[config.mk]
export PLATFORM = sky130hd
export DESIGN_NAME = mpc_cell
export DESIGN_NICKNAME = d
export VERILOG_FILES = /design/src/design/mpc_cell.sv
export SDC_FILE = /design/constraint.sdc
export NUM_CORES = 1
export LEC_CHECK = 0
export ABC_AREA = 1
export ABC_CLOCK_PERIOD_IN_PS = 800
export BUFFER_PORTS_ARGS = -buffer_cell sky130_fd_sc_hd__buf_2
export CORE_ASPECT_RATIO = 1.5
export CORE_MARGIN = 2
export CORE_UTILIZATION = 40
export DETAILED_ROUTE_END_ITERATION = 10
export PLACE_DENSITY = 0.81
export SYNTH_ARGS = -nofsm -noshare
export SYNTH_HDL_FRONTEND = slang
export SYNTH_SLANG_ARGS = --single-unit
[constraint.sdc]
create_clock -name i_clk -period 0.8 [get_ports i_clk]
set_clock_uncertainty 0.05 [all_clocks]
set_input_delay 0.08 -clock i_clk [delete_from_list [all_inputs] [get_ports i_clk]]
set_output_delay 0.08 -clock i_clk [all_outputs]
set_load 0.03 [all_outputs]
[src/design/mpc_cell.sv]
module mpc_cell #(
    parameter int CW = 24
) (
    input  logic                 i_clk,
    input  logic                 i_shift,
    input  logic signed [CW-1:0] i_x,
    input  logic signed [CW-1:0] i_y,
    input  logic                 i_cls,
    output logic signed [CW-1:0] o_x,
    output logic signed [CW-1:0] o_y,
    output logic                 o_cls
);

    logic signed [CW-1:0] r_x;
    logic signed [CW-1:0] r_y;
    logic                 r_cls;

    // Take the neighbor's vertex on every shift, hold otherwise.
    always_ff @(posedge i_clk) begin
        if (i_shift) begin
            r_x   <= i_x;
            r_y   <= i_y;
            r_cls <= i_cls;
        end
    end

    assign o_x   = r_x;
    assign o_y   = r_y;
    assign o_cls = r_cls;

endmodule

==> flow_metrics.env <==
export IMPL_cts_root_buf="clkbuf_8"
export IMPL_violations="negative setup slack"
export IMPL_finalWorstSetupSlack_ps=-183.4
export IMPL_worstHoldStart="i_shift"
export IMPL_postCtsSetupBuffers=0
export IMPL_fin_cells=251
export IMPL_yosys_warnings=0
export IMPL_grt_pass1_vias=1146
export IMPL_fmax_mhz=1017
export IMPL_grt_pass1_wl_um=5651
export IMPL_period_share=1.229
export IMPL_final_max_slew_viol_count=0
export IMPL_p_leak_nw=1.241
export IMPL_synth_cell_area_sq_um=1471
export IMPL_hold_class="input port to flop"
export IMPL_rows=27
export IMPL_comb_multi_input_count=0
export IMPL_cts_tree="yes"
export IMPL_min_delay_path_depth=2
export IMPL_syn_avg_cell_area_sq_um=30.03
export IMPL_drc=0
export IMPL_placedCellCount=193
export IMPL_power_density_nw_per_um2=1935
export IMPL_cts_buffers=5
export IMPL_initial_core_util=0.4071
export IMPL_crit_slowest_cell="edfxtp_1"
export IMPL_yosysSeqAreaShare=1.000
export IMPL_combPwrFrac=0.214
export IMPL_htree_levels=2
export IMPL_drt_wl_total_um=3993
export IMPL_cp_data_arrival_time_ps=850
export IMPL_cpPeakStageDelay_ps=410
export IMPL_p_sw_frac=0.2500
export IMPL_setup_violations=49
export IMPL_cp_num_cells=1
export IMPL_ios=100
export IMPL_grt_max_degree=26
export IMPL_layout_commonest_cell="buf_2"
export IMPL_crit_buf_inv=1
export IMPL_io_buffer_count=99
export IMPL_first_pass_iters=4
export IMPL_critical_path_class="flop to output port"
export IMPL_drive_gt1_frac=0.5217
export IMPL_area_delta_synth_final_pct=100.0
export IMPL_power_switching_mw=1.424
export IMPL_p_seq_frac=0.552
export IMPL_startpoint="o_x[14]$_DFFE_PP_"
export IMPL_startpoint_type="flop"
export IMPL_cpLargestDelayFamily="flip-flops"
export IMPL_rsz0062_at_grt="yes"
export IMPL_routedWlPerCell_um=15.91
export IMPL_gp_congestion=0.6446
export IMPL_peakVddDrop_mv=2.184
export IMPL_cts_sinks=49
export IMPL_cts_max_path_buffers=2
export IMPL_ant_nets=0
export IMPL_maxCapViolCount=0
export IMPL_crit_fanout=1
export IMPL_coreArea_sq_um=3615
export IMPL_worstHoldEndpoint="o_x[7]$_DFFE_PP_"
export IMPL_drtIter0Drc=7
export IMPL_crit_chain="buf_6"
export IMPL_num_vias=1078
export IMPL_dp_worst_setup_slack_ps=21.10
export IMPL_grt_overflow=0
export IMPL_cp_end_kind="output port"
export IMPL_antenna_found_initial=0
export IMPL_clkPwrFrac=0.234
export IMPL_final_cell_mix="50 x buf_2, 49 x dlygate4sd3_1, 49 x edfxtp_1, 49 x buf_6, 5 x clkbuf_8"
export IMPL_syn_inst=49
export IMPL_avgViaCountPerCell=4.295
export IMPL_die_area_sq_um=4190
export IMPL_power_total_mw=5.695
export IMPL_clk_pin_slew_ps=80
export IMPL_cp_data_required_time_ps=670
export IMPL_period_needed_ps=983.4
export IMPL_grt_usage=0.2033
export IMPL_hold_ws_ps=207.9
export IMPL_status="finished, violations left"
export IMPL_multi_input_area_sq_um=0
export IMPL_layout_nets=257
export IMPL_syn_nets=100
export IMPL_synth_cell_type_count=1
export IMPL_die_h_um=78.28
export IMPL_nFillCells=211
export IMPL_slew_headroom=0.9092
export IMPL_worst_slew_pin_slew_ps=136.1
export IMPL_internal_power_mw=4.272
export IMPL_ys_ff_latch=49
export IMPL_dieWidth_um=53.52
export IMPL_hold_viol=0
==> worst max path at each step <==
stage,end,slack (ps)
after detailed placement,o_x[20]$_DFFE_PP_,20
after global placement,o_x[1]$_DFFE_PP_,50
final,o_x[14],-180
after floorplan,o_cls,170
after global routing,o_y[10],-220
after CTS,o_y[0],-190
==> power groups by stage <==
stage | Combinational, mW | Clock (mW) | Sequential (mW)
after global routing | 1.27 | 1.44 | 3.17
after CTS | 1.21 | 1.34 | 3.14
final | 1.22 | 1.33 | 3.15
after floorplan | 0 | 0 | 3.58
after global placement | 0.781 | 0 | 3.14
after detailed placement | 0.794 | 0 | 3.15
==> Yosys cell counts <==
| library cell | count | area share |
|---|---|---|
| edfxtp_1 | 49 | 1.0 |
==> timing repair <==
| item | 4_1_cts | 5_1_grt |
|---|---|---|
| endpoints found under the hold margin | 49 | 0 |
| hold buffers | 49 | 0 |
| pin swaps | 0 | 0 |
| resized for setup | 98 | 0 |
| endpoints found under the setup margin | 49 | 49 |
==> through the flow <==
step / utilization / area (sq um) / TNS [ps]
CTS: 0.8134 / 2940 / -8156
global route: 0.8134 / 2940 / -9400
detailed placement: 0.5701 / 2061 / 0
finish: 0.8141 / 2943 / -7876
global placement: 0.5701 / 2061 / 0
floorplan: - / 1471 / 0
==> final cells by class <==
class	count	area [sq um]	share of cell area
Timing Repair Buffer	150	1333	0.4528
Tap cell	43	53.80	0.01828
Clock buffer	6	72.57	0.02466
Sequential cell	49	1471	0.5000
Antenna cell	1	2.502	0.0008503
Clock inverter	2	10.01	0.003401
==> layer usage <==
| layer | part of all wire | global-route usage | wire [um] | vias to the layer above |
|---|---|---|---|---|
| li1 | - | - | - | 510 |
| met1 | 0.32 | 0.1861 | 1270 | 496 |
| met2 | 0.58 | 0.3617 | 2296 | 55 |
| met3 | 0.045 | 0.03992 | 181 | 17 |
| met4 | 0.061 | 0.1615 | 245 | 0 |
| met5 | 0 | 0 | 0 | - |
==> registers in the layout, summed over array words and instances, names as in the netlist <==
name,cells
o_x,24
o_y,24
o_cls,1
==> cells by family after synthesis <==
kind of cell  synth area share
flops                    1.000
Power figures use the tool's default switching activity.
