[config.mk]
export PLATFORM = sky130hd
export DESIGN_NAME = mpc_edge
export DESIGN_NICKNAME = d
export VERILOG_FILES = /design/src/design/mpc_pkg.sv /design/src/design/mpc_edge.sv
export SDC_FILE = /design/constraint.sdc
export NUM_CORES = 2
export LEC_CHECK = 0
export ABC_AREA = 1
export BUFFER_PORTS_ARGS = -buffer_cell sky130_fd_sc_hd__buf_4
export CAP_MARGIN = 10
export CORE_MARGIN = 1
export CORE_UTILIZATION = 40
export CTS_CLUSTER_SIZE = 24
export DETAILED_ROUTE_END_ITERATION = 16
export PLACE_DENSITY = 0.62
export SLEW_MARGIN = 20
export SYNTH_ARGS = -nofsm -noshare
export SYNTH_HDL_FRONTEND = slang
export SYNTH_SLANG_ARGS = --single-unit
[constraint.sdc]
create_clock -name i_clk -period 16.75 [get_ports i_clk]
set_input_delay 3.35 -clock i_clk [delete_from_list [all_inputs] [get_ports i_clk]]
set_output_delay 3.35 -clock i_clk [all_outputs]
set_load 0.02 [all_outputs]
[src/design/mpc_pkg.sv]
package mpc_pkg;

    localparam int HIT_W = 4;

    // Polygons below this vertex count never hold a point.
    localparam logic [1:0] MIN_POLY_VERTS = 2'd3;

    typedef enum logic [1:0] {
        CMD_CLEAR  = 2'd0,
        CMD_APPEND = 2'd1,
        CMD_QUERY  = 2'd2
    } t_cmd;

    typedef enum logic [1:0] {
        ST_IDLE,
        ST_SCAN,
        ST_CLOSE,
        ST_DRAIN
    } t_state;

    typedef struct packed {
        logic vld;
        logic last;
        logic ok;
    } t_edge_ctl;

    typedef struct packed {
        logic busy;
        logic found;
    } t_edge_stat;

endpackage

[src/design/mpc_edge.sv]
module mpc_edge #(
    parameter int CW  = 24,
    parameter int HIW = 4
) (
    input  logic                  i_clk,
    input  logic                  i_rst_n,
    input  logic                  i_start,
    input  mpc_pkg::t_edge_ctl    i_ctl,
    input  logic signed [CW-1:0]  i_xi,
    input  logic signed [CW-1:0]  i_yi,
    input  logic signed [CW-1:0]  i_xj,
    input  logic signed [CW-1:0]  i_yj,
    input  logic signed [CW-1:0]  i_px,
    input  logic signed [CW-1:0]  i_py,
    output mpc_pkg::t_edge_stat   o_stat,
    output logic [HIW-1:0]        o_hit
);

    import mpc_pkg::*;

    localparam int DW = CW + 1;
    localparam int PW = 2 * DW;

    t_edge_ctl            r1_ctl;
    logic                 r1_str;
    logic signed [DW-1:0] r1_dy;
    logic signed [DW-1:0] r1_a;
    logic signed [DW-1:0] r1_c;
    logic signed [DW-1:0] r1_d;

    t_edge_ctl            r2_ctl;
    logic                 r2_str;
    logic                 r2_dypos;
    logic                 r2_dyneg;
    logic signed [PW-1:0] r2_p1;
    logic signed [PW-1:0] r2_p2;

    logic                 r_par;
    logic                 r_found;
    logic [HIW-1:0]       r_pidx;
    logic [HIW-1:0]       r_hit;

    logic signed [PW-1:0] w_p1;
    logic signed [PW-1:0] w_p2;
    logic                 w_cross;
    logic                 w_par;

    // Stage 1: differences and straddle test.
    always_ff @(posedge i_clk) begin
        if (!i_rst_n) begin
            r1_ctl <= '0;
        end else begin
            r1_ctl <= i_ctl;
        end
    end

    always_ff @(posedge i_clk) begin
        r1_str <= (i_yi > i_py) != (i_yj > i_py);
        r1_dy  <= DW'(i_yj) - DW'(i_yi);
        r1_a   <= DW'(i_px) - DW'(i_xi);
        r1_c   <= DW'(i_xj) - DW'(i_xi);
        r1_d   <= DW'(i_py) - DW'(i_yi);
    end

    // Stage 2: cross-multiplied sides of the crossing inequality.
    assign w_p1 = r1_a * r1_dy;
    assign w_p2 = r1_c * r1_d;

    always_ff @(posedge i_clk) begin
        if (!i_rst_n) begin
            r2_ctl <= '0;
        end else begin
            r2_ctl <= r1_ctl;
        end
    end

    always_ff @(posedge i_clk) begin
        r2_str   <= r1_str;
        r2_dypos <= r1_dy > 0;
        r2_dyneg <= r1_dy[DW-1];
        r2_p1    <= w_p1;
        r2_p2    <= w_p2;
    end

    // Stage 3: toggle parity, commit it at the closing edge of each polygon.
    assign w_cross = r2_str && ((r2_dypos && (r2_p1 < r2_p2)) ||
                                (r2_dyneg && (r2_p1 > r2_p2)));
    assign w_par   = r_par ^ w_cross;

    always_ff @(posedge i_clk) begin
        if (!i_rst_n || i_start) begin
            r_par   <= 1'b0;
            r_found <= 1'b0;
            r_pidx  <= '0;
            r_hit   <= '0;
        end else if (r2_ctl.vld) begin
            if (r2_ctl.last) begin
                if (r2_ctl.ok && w_par && !r_found) begin
                    r_found <= 1'b1;
                    r_hit   <= r_pidx;
                end
                r_pidx <= r_pidx + HIW'(1);
                r_par  <= 1'b0;
            end else begin
                r_par <= w_par;
            end
        end
    end

    assign o_stat.busy  = r1_ctl.vld || r2_ctl.vld;
    assign o_stat.found = r_found;
    assign o_hit        = r_hit;

endmodule

==> impl_metrics.tcl <==
set metrics [dict create \
    yosysSeqAreaShare 0.07510 \
    fin_crit_ns 7.522 \
    finalNetCount 9099 \
    critPathKind "flop to flop" \
    synth_cells 7193 \
    numCtsBuffers 30 \
    clk_latency_ns 0.63 \
    rsz0062_at_grt "false" \
    hold_path_class "flop to flop" \
    setup_viol 0 \
    crit_arrival_ns 8.08 \
    cts_root_buf "clkbuf_16" \
    synthMuxAreaShare 0 \
    max_cap_violations 0 \
    cpPeakStageDelay_ns 1.07 \
    worst_pin_slew_ns 1.324 \
    clockBufferDepth 3 \
    gp_congestion 0.9609 \
    slew_headroom 0.1176 \
    cts.sinks 220 \
    vias 44780 \
    antenna_found_initial 2 \
    syn_to_final_growth_pct 7.169 \
    worstPathCellList "nand2_1, inv_1, fa_1, fa_1, inv_1, fa_1, inv_1, fa_1, fa_1, fa_1, inv_1, fa_1, inv_1, ha_1, nand2_1, nor2_1, inv_1, nor4_2, nand3_1, o211ai_2, nand2_1, nand3_1, xor2_1" \
    stdcell_area_sq_mm 0.06285 \
    drv_slew 0 \
    reg2reg_from "r1_dy[1]$_DFF_P_" \
    routed_wl_mm 168.4 \
    first_global_vias 48280 \
    synth_xor_area_frac 0.03121 \
    num_rows 140 \
    drive_gt1_frac 0.05598 \
    port_buffers 155 \
    startpoint_type "flop" \
    critPathMostFrequentCell "fa_1" \
    r2r_slack_ns 9.23 \
    drtIter0Drc 2966 \
    grt_max_degree 27 \
    synth_cell_types 55 \
    critPathLaunch "r1_dy[1]$_DFF_P_" \
    synth_compound_area_frac 0.05146 \
    worstSetupEndpointType "flop" \
    drtPass1Iterations 5 \
    clk_pin_slew_ns 0.09 \
    crit_path_top_delay_cell "dfxtp_1" \
    fillers 14490 \
    drc 0 \
    vias_per_cell 4.912 \
    ys.flop_type "dfxtp_1" \
    synth_simple_gate_area_frac 0.1343 \
    ctsHoldBuffers 0 \
    initial_core_util 0.4029 \
    skew_ns 0.04910 \
    grt_pass1_wl_mm 269.4 \
    syn_nets 9117 \
    dp_hpwl_mm 142.5 \
    cts_resized 0 \
    hp-start "r1_ctl[0]$_SDFF_PN0_" \
    dieWidth_um 384.9 \
    synthAdderAreaFrac 0.5475 \
    worst_ep_required_time_ns 17.30 \
    ant_nets 0 \
    fp.dieArea_sq_mm 0.1481 \
    ys_ff_latch 220 \
    post_cts_buffers 0 \
    pin_count 156 \
    fp.dieH_um 384.9 \
    async_reset_ff_frac 0 \
    tritoncts "yes" \
    status "finished clean" \
    hold_viol 0 \
    finalSetupTns_ns 0 \
    syn_area_sq_mm 0.05864 \
    yosysWarnings 0 \
    grt_overflow 0 \
    core_region_area_sq_mm 0.1456 \
    fin_crit_sh 0.4491 \
    avgSynthCellArea_sq_um 8.153 \
    wl_per_cell_um 18.47 \
    cp_max_fo 26 \
    placed_cell_area_sq_mm 0.06180 \
    synth_edf_count 0 \
    synth_top_family_by_area "adder cells" \
    diodes 0 \
    max_freq_mhz 132.9 \
    h-tree-depth 1 \
    grt_util_all_layers 0.2345 \
]
==> layout by cell type (no fill, tap or decap), types with 7 or more instances in the layout <==
cell type	Yosys	final
clkbuf_16	0	31
a21oi_1	226	226
xor2_1	124	124
dfxtp_1	220	217
a21o_1	22	22
o21bai_1	14	14
o221ai_1	8	8
a211oi_1	7	7
a21oi_2	15	15
fa_1	1320	1320
o211ai_1	8	8
nand4_1	21	21
nor4_1	21	19
ha_1	454	454
a31oi_1	30	30
nand3_2	7	7
o21ai_1	8	8
nand3_1	80	80
xnor2_1	85	85
o21ai_2	15	15
inv_1	2200	2200
nor3_1	19	19
nand2_2	12	12
nand2_1	1579	1579
or2_2	14	14
o21ai_0	96	96
o21a_1	18	18
nor2_1	219	219
buf_4	1	250
==> path summary, 6_finish.rpt <==
check | cells past startpoint | to
max reg2reg | 23 | r2_p1[48]$_DFF_P_
min reg2reg | 2 | r2_ctl[0]$_SDFF_PN0_
max | 23 | r2_p1[48]$_DFF_P_
min | 2 | r2_ctl[0]$_SDFF_PN0_
==> metal layers <==
metal,GRT usage,up-vias,part of all wire
li1,-,20380,-
met4,0.05938,2,0.027
met2,0.3774,1605,0.45
met1,0.3231,22550,0.44
met3,0.04567,244,0.083
met5,0,-,0.000077
==> Yosys cell counts, types with 2 or more instances <==
library cell | number | share of area
inv_1 | 2200 | 0.14
nand2_1 | 1579 | 0.10
fa_1 | 1320 | 0.45
ha_1 | 454 | 0.097
clkbuf_1 | 297 | 0.019
a21oi_1 | 226 | 0.019
dfxtp_1 | 220 | 0.075
nor2_1 | 219 | 0.014
xor2_1 | 124 | 0.019
o21ai_0 | 96 | 0.0082
xnor2_1 | 85 | 0.013
nand3_1 | 80 | 0.0068
a31oi_1 | 30 | 0.0032
a21o_1 | 22 | 0.0028
nand4_1 | 21 | 0.0022
nor4_1 | 21 | 0.0022
nor3_1 | 19 | 0.0016
o21a_1 | 18 | 0.0023
a21oi_2 | 15 | 0.0022
o21ai_2 | 15 | 0.0022
o21bai_1 | 14 | 0.0018
or2_2 | 14 | 0.0015
nand2_2 | 12 | 0.0013
o211ai_1 | 8 | 0.0010
o21ai_1 | 8 | 0.00068
o221ai_1 | 8 | 0.0012
a211oi_1 | 7 | 0.00090
nand3_2 | 7 | 0.0012
a21boi_2 | 5 | 0.00096
a21oi_4 | 5 | 0.0014
inv_2 | 5 | 0.00032
and3_1 | 4 | 0.00043
o31ai_1 | 4 | 0.00051
a21boi_1 | 3 | 0.00038
nor4_2 | 3 | 0.00064
a21boi_0 | 2 | 0.00026
nand3b_1 | 2 | 0.00026
nor2_2 | 2 | 0.00021
o21ai_4 | 2 | 0.00055
o21bai_2 | 2 | 0.00038
==> cell families (layout without fill, tap and decap cells) <==
| logic type | Yosys count | in the layout |
|---|---|---|
| XOR/XNOR | 209 | 209 |
| AO/OA/AOI/OAI | 497 | 497 |
| AND/OR/NAND/NOR | 1988 | 1988 |
| flip-flops | 220 | 220 |
| buffers and inverters | 2505 | 2511 |
| adder cells (fa/ha/maj) | 1774 | 1774 |
==> registers in the layout (all words and copies together) (netlist names), 3 cells and up <==
register / flops
o_hit: 4
r1_a: 25
r1_c: 25
r1_ctl: 3
r1_d: 25
r1_dy: 25
r2_ctl: 3
r2_p1: 50
r2_p2: 50
r_pidx: 4
==> area by class of cell <==
type / count / area, sq um / area share
flip-flops and latches: 220 / 4408 / 0.07014
clock buffers: 36 / 824.5 / 0.01312
multi-input cells: 4468 / 44840 / 0.7135
well taps: 1917 / 2399 / 0.03817
clock inverters: 20 / 219.0 / 0.003484
inverters: 2205 / 8277 / 0.1317
repair buffers: 250 / 1877 / 0.02986
==> through the flow <==
step	instances	hold WS [ns]	utilization	setup slack, ns
after floorplan	7193	0.3096	-	10.26
after global placement	9060	0.4128	0.4246	9.425
after detailed placement	9060	0.4180	0.4246	9.306
after CTS	9116	0.4323	0.4317	9.242
after global routing	9116	0.4469	0.4317	8.762
final	9116	0.4258	0.4317	9.228
==> worst max-delay path, delay by kind of cell, from the launching register on <==
kind,cells,cell delay [ns]
adder cells (fa/ha/maj),8,4.12
AND/OR/NAND/NOR,7,1.15
flip-flops,1,1.07
buffers and inverters,6,0.68
AO/OA/AOI/OAI,1,0.28
XOR/XNOR,1,0.15
Power is not shown: default switching activity piles up to over one toggle a cycle in this logic, so the estimate is an artifact.
